===== src/rtl/core/dqsrch_pkg.sv =====
// ----------------------------------------------------------------------------
// dqsrch_pkg
// Shared types and constants for the searchable double-ended byte queue.
// ----------------------------------------------------------------------------
`default_nettype none

package dqsrch_pkg;

   localparam int DEPTH_DEFAULT      = 64;
   localparam int ITEM_WIDTH_DEFAULT = 8;

   // fixed port widths
   localparam int REQ_W   = 3;
   localparam int VALUE_W = 8;
   localparam int POS_W   = 8;
   localparam int FPOS_W  = 7;
   localparam int COUNT_W = 7;

   typedef enum logic [REQ_W-1:0] {
      REQ_PUSH_FRONT = 3'd0,
      REQ_PUSH_BACK  = 3'd1,
      REQ_POP_FRONT  = 3'd2,
      REQ_POP_BACK   = 3'd3,
      REQ_CLEAR      = 3'd4,
      REQ_READ_POS   = 3'd5,
      REQ_FIND       = 3'd6
   } req_code_type;

   typedef enum logic [1:0] {
      ST_IDLE,
      ST_DECODE,
      ST_RDATA,
      ST_SCAN
   } fsm_state_type;

endpackage

`default_nettype wire


===== src/rtl/core/deque_with_position_and_value_search.sv =====
// ----------------------------------------------------------------------------
// deque_with_position_and_value_search
// Bounded double-ended byte queue on a ring, with read by position and find.
// ----------------------------------------------------------------------------
// Usage:
//   A request is taken at a rising edge with start high and busy low. The
//   request code picks push front/back, pop front/back, clear, read by
//   1-based position (0 reads the front) or find the first matching value.
//   Every request gives exactly one response, shown for one cycle with
//   rsp_valid high; rsp_entry_count is the item count after the request.
//   The response is registered after the request passes these states in order:
//     push, pop, clear, unused code : DECODE
//     read by position              : DECODE, then RDATA on a hit (registered storage read)
//     find                          : DECODE, then SCAN for each entry compared,
//                                     at most DEPTH entries
//   Find walks the ring one entry per cycle from the front through the
//   single storage read port and one comparator; busy stays high until the
//   response is out, and the next request may arrive in the response cycle.
//   Reset empties the queue; storage contents are not cleared. The receiver
//   cannot stall: each response is taken in the cycle it is shown.
// ----------------------------------------------------------------------------
`default_nettype none

module deque_with_position_and_value_search
   import dqsrch_pkg::*;
#(
   parameter int DEPTH      = DEPTH_DEFAULT,
   parameter int ITEM_WIDTH = ITEM_WIDTH_DEFAULT
) (
   input  wire logic               clock,
   input  wire logic               reset,
   input  wire logic               start,
   output logic                    busy,
   input  wire logic [REQ_W-1:0]   req_type,
   input  wire logic [VALUE_W-1:0] req_item_value,
   input  wire logic [POS_W-1:0]   req_position,
   output logic                    rsp_valid,
   output logic                    rsp_ok,
   output logic [VALUE_W-1:0]      rsp_read_value,
   output logic [FPOS_W-1:0]       rsp_found_position,
   output logic [COUNT_W-1:0]      rsp_entry_count
);

   localparam int AW = $clog2(DEPTH);
   localparam int CW = $clog2(DEPTH + 1);
   localparam int PW = (CW > POS_W) ? CW : POS_W;

   fsm_state_type         state_ff, state_in;
   req_code_type          req_ff, req_in;
   logic [ITEM_WIDTH-1:0] value_ff, value_in;
   logic [POS_W-1:0]      position_ff, position_in;
   logic [AW-1:0]         front_ff, front_in;
   logic [CW-1:0]         total_ff, total_in;
   logic [CW-1:0]         scan_ff, scan_in;
   logic                  rsp_valid_ff, rsp_valid_in;
   logic                  rsp_ok_ff, rsp_ok_in;
   logic [VALUE_W-1:0]    rsp_read_value_ff, rsp_read_value_in;
   logic [FPOS_W-1:0]     rsp_found_position_ff, rsp_found_position_in;

   logic                  accept;
   logic                  full;
   logic                  empty;
   logic [POS_W-1:0]      pos_eff;
   logic                  read_hit;
   logic [AW-1:0]         pos_offset;
   logic [CW-1:0]         scan_next;
   logic [AW-1:0]         front_dec;
   logic [AW-1:0]         offset;
   logic [AW:0]           slot_sum;
   logic [AW-1:0]         slot;
   logic                  match;
   logic                  wr_en;
   logic [AW-1:0]         wr_addr;
   logic [ITEM_WIDTH-1:0] rd_data;

   assign busy     = (state_ff != ST_IDLE);
   assign accept   = start && !busy;
   assign full     = (total_ff == CW'(DEPTH));
   assign empty    = (total_ff == '0);
   assign pos_eff  = (position_ff == '0) ? POS_W'(1) : position_ff;
   assign read_hit = (PW'(pos_eff) <= PW'(total_ff));
   assign pos_offset = AW'(pos_eff - POS_W'(1));
   assign scan_next  = scan_ff + CW'(1);
   assign front_dec  = (front_ff == '0) ? AW'(DEPTH - 1) : front_ff - AW'(1);
   assign match      = (rd_data == value_ff);

   // shared ring-slot adder: front plus offset, wrapped at DEPTH
   always_comb begin
      offset = '0;
      if (state_ff == ST_SCAN) begin
         offset = AW'(scan_next);
      end else begin
         case (req_ff)
            REQ_PUSH_BACK: offset = AW'(total_ff);
            REQ_POP_FRONT: offset = AW'(1);
            REQ_READ_POS:  offset = pos_offset;
            default:       offset = '0;
         endcase
      end
   end

   assign slot_sum = {1'b0, front_ff} + {1'b0, offset};
   assign slot     = (slot_sum >= (AW+1)'(DEPTH)) ? AW'(slot_sum - (AW+1)'(DEPTH))
                                                  : slot_sum[AW-1:0];

   assign wr_en   = (state_ff == ST_DECODE) && !full &&
                    ((req_ff == REQ_PUSH_FRONT) || (req_ff == REQ_PUSH_BACK));
   assign wr_addr = (req_ff == REQ_PUSH_FRONT) ? front_dec : slot;

   dqsrch_ring #(
      .DEPTH      (DEPTH),
      .ITEM_WIDTH (ITEM_WIDTH)
   ) u_ring (
      .clock   (clock),
      .wr_en   (wr_en),
      .wr_addr (wr_addr),
      .wr_data (value_ff),
      .rd_addr (slot),
      .rd_data (rd_data)
   );

   // next state
   always_comb begin
      state_in = state_ff;
      case (state_ff)
         ST_IDLE: begin
            if (accept) begin
               state_in = ST_DECODE;
            end
         end
         ST_DECODE: begin
            if ((req_ff == REQ_READ_POS) && read_hit) begin
               state_in = ST_RDATA;
            end else if ((req_ff == REQ_FIND) && !empty) begin
               state_in = ST_SCAN;
            end else begin
               state_in = ST_IDLE;
            end
         end
         ST_RDATA: state_in = ST_IDLE;
         ST_SCAN: begin
            if (match || (scan_next == total_ff)) begin
               state_in = ST_IDLE;
            end
         end
         default: state_in = ST_IDLE;
      endcase
   end

   // datapath and response
   always_comb begin
      req_in                = req_ff;
      value_in              = value_ff;
      position_in           = position_ff;
      front_in              = front_ff;
      total_in              = total_ff;
      scan_in               = scan_ff;
      rsp_valid_in          = 1'b0;
      rsp_ok_in             = 1'b0;
      rsp_read_value_in     = '0;
      rsp_found_position_in = '0;
      case (state_ff)
         ST_IDLE: begin
            if (accept) begin
               req_in      = req_code_type'(req_type);
               value_in    = ITEM_WIDTH'(req_item_value);
               position_in = req_position;
            end
         end
         ST_DECODE: begin
            scan_in = '0;
            case (req_ff)
               REQ_PUSH_FRONT: begin
                  rsp_valid_in = 1'b1;
                  if (!full) begin
                     front_in  = front_dec;
                     total_in  = total_ff + CW'(1);
                     rsp_ok_in = 1'b1;
                  end
               end
               REQ_PUSH_BACK: begin
                  rsp_valid_in = 1'b1;
                  if (!full) begin
                     total_in  = total_ff + CW'(1);
                     rsp_ok_in = 1'b1;
                  end
               end
               REQ_POP_FRONT: begin
                  rsp_valid_in = 1'b1;
                  if (!empty) begin
                     front_in  = slot;
                     total_in  = total_ff - CW'(1);
                     rsp_ok_in = 1'b1;
                  end
               end
               REQ_POP_BACK: begin
                  rsp_valid_in = 1'b1;
                  if (!empty) begin
                     total_in  = total_ff - CW'(1);
                     rsp_ok_in = 1'b1;
                  end
               end
               REQ_CLEAR: begin
                  rsp_valid_in = 1'b1;
                  rsp_ok_in    = !empty;
                  total_in     = '0;
               end
               REQ_READ_POS: begin
                  // hit waits in ST_RDATA for the registered storage read
                  rsp_valid_in = !read_hit;
               end
               REQ_FIND: begin
                  rsp_valid_in = empty;
               end
               default: begin
                  rsp_valid_in = 1'b1;
               end
            endcase
         end
         ST_RDATA: begin
            rsp_valid_in      = 1'b1;
            rsp_ok_in         = 1'b1;
            rsp_read_value_in = VALUE_W'(rd_data);
         end
         ST_SCAN: begin
            scan_in = scan_next;
            if (match) begin
               rsp_valid_in          = 1'b1;
               rsp_ok_in             = 1'b1;
               rsp_found_position_in = FPOS_W'(scan_next);
            end else if (scan_next == total_ff) begin
               rsp_valid_in = 1'b1;
            end
         end
         default: begin
            scan_in = '0;
         end
      endcase
   end

   always_ff @(posedge clock) begin
      if (reset) begin
         state_ff     <= ST_IDLE;
         front_ff     <= '0;
         total_ff     <= '0;
         rsp_valid_ff <= 1'b0;
      end else begin
         state_ff     <= state_in;
         front_ff     <= front_in;
         total_ff     <= total_in;
         rsp_valid_ff <= rsp_valid_in;
      end
   end

   always_ff @(posedge clock) begin
      req_ff                <= req_in;
      value_ff              <= value_in;
      position_ff           <= position_in;
      scan_ff               <= scan_in;
      rsp_ok_ff             <= rsp_ok_in;
      rsp_read_value_ff     <= rsp_read_value_in;
      rsp_found_position_ff <= rsp_found_position_in;
   end

   assign rsp_valid          = rsp_valid_ff;
   assign rsp_ok             = rsp_ok_ff;
   assign rsp_read_value     = rsp_read_value_ff;
   assign rsp_found_position = rsp_found_position_ff;
   assign rsp_entry_count    = COUNT_W'(total_ff);

   a_count_bound: assert property (@(posedge clock) disable iff (reset)
      total_ff <= CW'(DEPTH))
      else $error("entry count above depth");

   a_rsp_after_busy: assert property (@(posedge clock) disable iff (reset)
      rsp_valid |-> $past(busy))
      else $error("response without a request in flight");

   a_rsp_single: assert property (@(posedge clock) disable iff (reset)
      rsp_valid |=> !rsp_valid)
      else $error("two responses in a row");

   a_scan_in_range: assert property (@(posedge clock) disable iff (reset)
      (state_ff == ST_SCAN) |-> (scan_ff < total_ff))
      else $error("find walked past the last entry");

endmodule

`default_nettype wire


===== src/rtl/core/dqsrch_ring.sv =====
// ----------------------------------------------------------------------------
// dqsrch_ring
// Ring storage: one write port, one read port with registered read data.
// ----------------------------------------------------------------------------
`default_nettype none

module dqsrch_ring
   import dqsrch_pkg::*;
#(
   parameter int DEPTH      = DEPTH_DEFAULT,
   parameter int ITEM_WIDTH = ITEM_WIDTH_DEFAULT,
   localparam int AW        = $clog2(DEPTH)
) (
   input  wire logic                  clock,
   input  wire logic                  wr_en,
   input  wire logic [AW-1:0]         wr_addr,
   input  wire logic [ITEM_WIDTH-1:0] wr_data,
   input  wire logic [AW-1:0]         rd_addr,
   output logic      [ITEM_WIDTH-1:0] rd_data
);

   logic [ITEM_WIDTH-1:0] mem_ff [DEPTH];
   logic [ITEM_WIDTH-1:0] rd_data_ff;

   always_ff @(posedge clock) begin
      if (wr_en) begin
         mem_ff[wr_addr] <= wr_data;
      end
      rd_data_ff <= mem_ff[rd_addr];
   end

   assign rd_data = rd_data_ff;

endmodule

`default_nettype wire

===== config.mk =====
export PLATFORM = sky130hd
export DESIGN_NAME = deque_with_position_and_value_search
export DESIGN_NICKNAME = d
export VERILOG_FILES = /design/src/rtl/core/dqsrch_pkg.sv /design/src/rtl/core/deque_with_position_and_value_search.sv /design/src/rtl/core/dqsrch_ring.sv
export SDC_FILE = /design/constraint.sdc
export NUM_CORES = 1
export LEC_CHECK = 0
export BUFFER_PORTS_ARGS = -buffer_cell sky130_fd_sc_hd__buf_4
export CAP_MARGIN = 5
export CORE_MARGIN = 2
export CORE_UTILIZATION = 62
export DETAILED_ROUTE_END_ITERATION = 10
export GPL_TIMING_DRIVEN = 0
export PLACE_DENSITY_LB_ADDON = 0.05
export REMOVE_ABC_BUFFERS = 1
export SLEW_MARGIN = 30
export SYNTH_ARGS = -nofsm -noshare
export SYNTH_HDL_FRONTEND = slang
export SYNTH_SLANG_ARGS = --single-unit

===== constraint.sdc =====
create_clock -name clock -period 5.5 [get_ports clock]
set_clock_uncertainty 0.15 [all_clocks]
set_input_delay 0.275 -clock clock [delete_from_list [all_inputs] [get_ports clock]]
set_output_delay 0.275 -clock clock [all_outputs]
set_load 0.02 [all_outputs]

-- Yosys cells after proc, flatten, opt, wreduce, memory -nomap -nowiden
Memories as Yosys holds them, arrays and structs flattened. A register that Yosys moved wholly into a read port is not among the register bits.
Cells that the tools add are included.
- register bits after elaboration: 58
- bits in writable memories: 512
- input port bits: 22
- output and inout bits: 25
- word-level logic and storage cells: 95
- memories: 1
- memory list (name ; words ; bits a word ; rd ports ; clocked after memory_dff ; wr ports ; RTL line ; text):
    u_ring.mem_ff ; 64 ; 8 ; 1 ; 1 ; 1 ; dqsrch_ring.sv:22 ; logic [ITEM_WIDTH-1:0] mem_ff [DEPTH];
- add/sub/neg operators: 7
- order comparisons: 2
- equality and inequality tests: 18
- mux-type cells: 29
- reduce and logical (&&, ||, !) cells: 27
- operator list (operator ; count):
    $mux W6 ; 6
    $pmux W7 S3 ; 1
    $pmux W6 S3 ; 1
    $sub A6 B1 Y6 const B ; 3
    $add A7 B1 Y7 const B ; 2
    $mux W7 ; 2
    $pmux W7 S2 ; 1
    $pmux W6 S2 ; 1
    $ne A2 B2 Y1 const B ; 5
    $eq A3 B3 Y1 const B ; 3
    $pmux W1 S3 ; 3
    $eq A8 B8 Y1 ; 1
    $le A8 B7 Y1 ; 1
    $logic_not A8 Y1 ; 1
    $mux W2 ; 4
    $mux W8 ; 1
    $pmux W2 S4 ; 1
    $reduce_and A4 Y1 ; 2
    $add A6 B6 Y7 ; 1
    $eq A7 B7 Y1 ; 1
    $eq A7 B7 Y1 const B ; 1
    $ge A7 B7 Y1 const B ; 1
    $logic_not A7 Y1 ; 1
    $mux W1 ; 7
    other kinds (17) ; 32

-- Logic depth before layout (Yosys ltp)
- depth after elaboration: 10
- depth in mapped cells: 17
- gate-level depth less buffers: 15

-- By module
Synthesis repeated with hierarchy kept, for this count alone.
- cell total of the unflattened synthesis: 1301
- area, all modules: 23523.8 um^2
- by module, submodules not included (module ; times used ; cells an instance ; area an instance (um^2) ; seq. area each (um^2)):
    dqsrch_ring ; 1 ; 940 ; 20166.8 ; 15534.9
    deque_with_position_and_value_search ; 1 ; 361 ; 3357.0 ; 1421.4

-- Worst setup path before layout
Ideal clock, no wire load.
- path kind: register -> register
- start: register position_ff[2]
- end: memory u_ring.mem_ff[38][0] in the netlist's numbering (enable)
- library setup time: 0.370 ns
- arrival time: 4.283 ns
- data required time: 4.980 ns
- slack: 0.696 ns
- stages on the path, launching flop included: 15
- buffers on the path: 2
- clock period less this slack: 4.804 ns
- cells stage by stage: edfxtp_1 -> or4_4 -> o41a_1 -> mux2i_1 -> o21ai_0 -> nor2_1 -> a21oi_1 -> ha_1 -> fa_1 -> xor2_1 -> buf_2 -> buf_4 -> a32o_1 -> nand2_1 -> nor2_1
- word-level cells in the longest chain between the ends: 9
- elaborated cells on any way between the ends: 10
- those cells by class: add/sub (3); order compare (1); mux (5); reduce/logical (1)
- RTL lines (item ; RTL line ; text):
    start: declaration ; deque_with_position_and_value_search.sv:51 ; logic [POS_W-1:0] position_ff, position_in;
    start signal: assignment ; deque_with_position_and_value_search.sv:258 ; position_ff <= position_in;
    $logic_not A8 Y1 ; deque_with_position_and_value_search.sv:80 ; assign pos_eff = (position_ff == '0) ? POS_W'(1) : position_ff;
    $mux W8 (*) ; deque_with_position_and_value_search.sv:80 ;
    $sub A6 B1 Y6 (*) ; deque_with_position_and_value_search.sv:82 ; assign pos_offset = AW'(pos_eff - POS_W'(1));
    $pmux W6 S3 (*) ; deque_with_position_and_value_search.sv:93 ; case (req_ff)
    $mux W6 (*) ; deque_with_position_and_value_search.sv:90 ; if (state_ff == ST_SCAN) begin
    $add A6 B6 Y7 (*) ; deque_with_position_and_value_search.sv:102 ; assign slot_sum = {1'b0, front_ff} + {1'b0, offset};
    $sub A6 B1 Y6 or $ge A7 B7 Y1 (tied branches) ; deque_with_position_and_value_search.sv:103 ; assign slot = (slot_sum >= (AW+1)'(DEPTH)) ? AW'(slot_sum - (AW+1)'(DEPTH))
    $mux W6 (*) ; deque_with_position_and_value_search.sv:103 ;
    $mux W6 (*) ; deque_with_position_and_value_search.sv:108 ; assign wr_addr = (req_ff == REQ_PUSH_FRONT) ? front_dec : slot;
    end: declaration ; dqsrch_ring.sv:22 ;
Every way passes the cells marked *; elsewhere a longest branch is shown, timed or not.

-- Worst setup path after layout
- start: register position_ff[2]
- end: register u_ring.rd_data_ff[6], in the netlist u_ring.rd_data[6] (read register of u_ring.mem_ff)
- word-level cells in the longest chain between the ends: 8
- elaborated cells on any way between the ends: 9
- those cells by class: add/sub (3); order compare (1); mux (4); reduce/logical (1)
- RTL lines (item ; RTL line ; text):
    $logic_not A8 Y1 ; deque_with_position_and_value_search.sv:80 ;
    $mux W8 (*) ; deque_with_position_and_value_search.sv:80 ;
    $sub A6 B1 Y6 (*) ; deque_with_position_and_value_search.sv:82 ;
    $pmux W6 S3 (*) ; deque_with_position_and_value_search.sv:93 ;
    $mux W6 (*) ; deque_with_position_and_value_search.sv:90 ;
    $add A6 B6 Y7 (*) ; deque_with_position_and_value_search.sv:102 ;
    $sub A6 B1 Y6 or $ge A7 B7 Y1 (tied branches) ; deque_with_position_and_value_search.sv:103 ;
    $mux W6 (*) ; deque_with_position_and_value_search.sv:103 ;
    end: declaration ; dqsrch_ring.sv:23 ; logic [ITEM_WIDTH-1:0] rd_data_ff;
Marks and branches as above.
A chain may end at the register's enable or synchronous reset.

==> reports/metrics.cfg <==
[timing]
final_hold_viol_count=0
finalCriticalPeriod_ns=5.473
min_period_over_period_pct=99.51
worst_pin_slew_ns=0.9197
final_max_slew_viol_count=0
setup_tns_ns=0
rsz0062_at_grt=true
slew_headroom_pct=38.28
setup_viol_count_final=0
fmax_mhz=182.7

[setup_path]
r2r_slack_ns=0.03
startpoint_type=flop
rr_startpoint=position_ff[2]$_DFFE_PP_
reg2reg_depth=15
crit_arrival_ns=5.80
path_class=flop to flop
cp.required_ns=5.82
endpoint_kind=flop
crit_fanout=37
timing.rr.end=u_ring.rd_data[6]$_DFF_P_

[min_path]
min_from=start
hp-class=input pin to flop
whs_path_depth=3
whs_endpoint=position_ff[3]$_DFFE_PP_

[finish]
drive_gt1_share_pct=28.67
fillers=2272
fin_cells=1899
n_antenna_cell=0
fin_nets=1390
final_common_cell=edfxtp_1
final_cell_mix=edfxtp_1 (538), mux4_2 (160), clkbuf_16 (56)
syn2layout_area_growth_pct=15.38

[place]
place_inst=1777
numPortBuffers=46
routabilityCongestion=0.8356
hpwl_um=33180

[synth]
synth_seq_cells=578
syn_inst=1238
synthArstFlopShare_pct=0
syn_area_per_cell_um2=18.96
synth_cell_types=62
synth_edf_count=538
ys_seq_area_share_pct=72.23
synth_area_um2=23470
synth_warnings=0
synth_ff_type=edfxtp_1

[die]
initial_core_util_pct=62.62
core_area_um2=37490
rows=71
die_y_um=198.6
dieArea_um2=39430
fp.dieW_um=198.6
io_pins=47

[global_route]
grt_pass1_vias=12030
grt_antenna_before_repair=0
overflow=0
grt_max_degree=38
grt_pass1_wl_um=75090
grtUsageTotal_pct=26.54

[detailed_routing]
drt-total-wl_um=49530
final_antenna_net_count=0
post_drt_wl_per_cell_um=26.08
vias=11790
first_pass_iters=5
via_per_inst=6.207
drt_iter0_markers=1108
drc=0

[clocking]
clk_pin_slew_worst_paths_ns=0.06
cts_root_buf=clkbuf_16
cts_buffers=56
clock_latency_ns=0.60
cts_sinks=578
clockBufferDepth=3
htree_levels=2
cts_tree=yes

[job]
drv_cap=0

[power]
power-per-cell-area_nw_per_um2=343.0
total_power_w=0.009288
vdd_drop_max_uv=318.4
p_leak_nw=8.433

[outcome]
status=complete, no violations

[worst max-delay path: stages, from the launching register on]
cell and delay (ns):
edfxtp_1 0.48, or4_4 0.57, o41a_1 0.39, mux2i_1 0.17, o21ai_0 0.11, nor2_1 0.10
a21oi_1 0.07, ha_4 0.20, fa_4 0.97, buf_12 0.22, buf_12 0.26, mux4_2 0.38
mux4_2 0.54, nor2b_1 0.16, a211oi_1 0.48, a21oi_2 0.04
[power breakdown]
group	switching (W)	internal [W]
combinational	0.000447	0.000407
clock	0.00156	0.00197
sequential	0.0000533	0.00485
total	0.00206	0.00722
[cell usage after synthesis (all sizes together) (5+ instances only)]
cell type,n,area (um2)
a211oi,11,82.58
a21oi,33,176.4
and2,11,68.82
buf,22,111.4
clkbuf,36,135.1
dfxtp,40,800.8
edfxtp,538,16160
ha,21,262.8
inv,22,82.58
mux2i,11,110.1
mux4,160,3603
nand2,49,183.9
nand3,14,70.07
nor2,110,412.9
nor2b,16,100.1
nor3,21,105.1
nor4,5,31.28
o21a,9,68.82
o21ai,24,131.4
o22ai,7,50.05
xnor2,14,122.6
xor2,18,157.7
[sequential cells by signal, indices dropped and copies added, names as in the netlist, 6 cells and up]
| name | flops |
|---|---|
| front_ff | 6 |
| rsp_entry_count | 7 |
| u_ring.rd_data | 8 |
| value_ff | 8 |
| scan_ff | 7 |
| rsp_read_value | 8 |
| rsp_found_position | 7 |
| u_ring.mem_ff | 512 |
| position_ff | 8 |
[kinds of logic (layout without fill, tap and decap cells)]
| group | count (synthesis) | after routing | share of synthesized area [%] |
|---|---|---|---|
| and+or+nand+nor | 242 | 242 | 4.621 |
| xor gates and xnor gates | 34 | 34 | 1.407 |
| buffers and inverters | 80 | 230 | 1.402 |
| AOI/OAI and AO/OA | 110 | 110 | 3.225 |
| muxes | 171 | 171 | 15.82 |
| adders and majority gates | 23 | 23 | 1.290 |
| DFF | 578 | 578 | 72.23 |
[worst max path at each step]
stage               slack (ns)                     start  cells after the start                        endpoint
finish                    0.03  position_ff[2]$_DFFE_PP_                     15       u_ring.rd_data[6]$_DFF_P_
global route             -0.16  position_ff[2]$_DFFE_PP_                     15  u_ring.mem_ff[47][0]$_DFFE_PP_
CTS                      -0.06  position_ff[2]$_DFFE_PP_                     13  u_ring.mem_ff[18][0]$_DFFE_PP_
detailed placement       -0.27  position_ff[2]$_DFFE_PP_                     11  u_ring.mem_ff[32][6]$_DFFE_PP_
global placement         -6.08  position_ff[2]$_DFFE_PP_                     11  u_ring.mem_ff[45][7]$_DFFE_PP_
floorplan                -2.97  position_ff[2]$_DFFE_PP_                     11  u_ring.mem_ff[57][0]$_DFFE_PP_
[per-stage QoR]
stage	setup WS (ns)	hold WS, ns	utilization, %	instance area (um2)
floorplan	-2.968	0.1941	-	23230
global placement	-6.083	0.3040	64.59	24210
detailed placement	-0.2673	0.3043	66.53	24940
CTS	-0.06456	0.05277	71.87	26940
global route	-0.1635	0.08043	72.24	27080
finish	0.02669	0.06353	72.24	27080
[timing repair]
item | in CTS | in global routing
hold buffers | 20 | 0
endpoints found under the setup margin | 221 | 356
gates resized for setup | 41 | 40
hold endpoints to repair | 35 | 0
buffers inserted | 1 | 0
[routing by layer]
metal / routed length (um) / vias to the layer above / GRT usage (%)
li1: - / 5216 / -
met1: 20510 / 6125 / 38.02
met2: 24920 / 365 / 43.02
met3: 2713 / 82 / 3.628
met4: 1382 / 0 / 9.038
met5: 0 / - / 0
[layout make-up]
| class | count | area (um2) | area share (%) |
|---|---|---|---|
| flip-flops and latches | 578 | 16960 | 62.61 |
| multi-input cells | 580 | 6545 | 24.17 |
| clock buffers | 76 | 1476 | 5.451 |
| repair buffers | 107 | 1201 | 4.435 |
| well taps | 511 | 639.4 | 2.361 |
| clock inverters | 25 | 182.7 | 0.6745 |
| inverters | 22 | 82.58 | 0.3049 |
No activity file was read; power rests on OpenSTA's default activity.
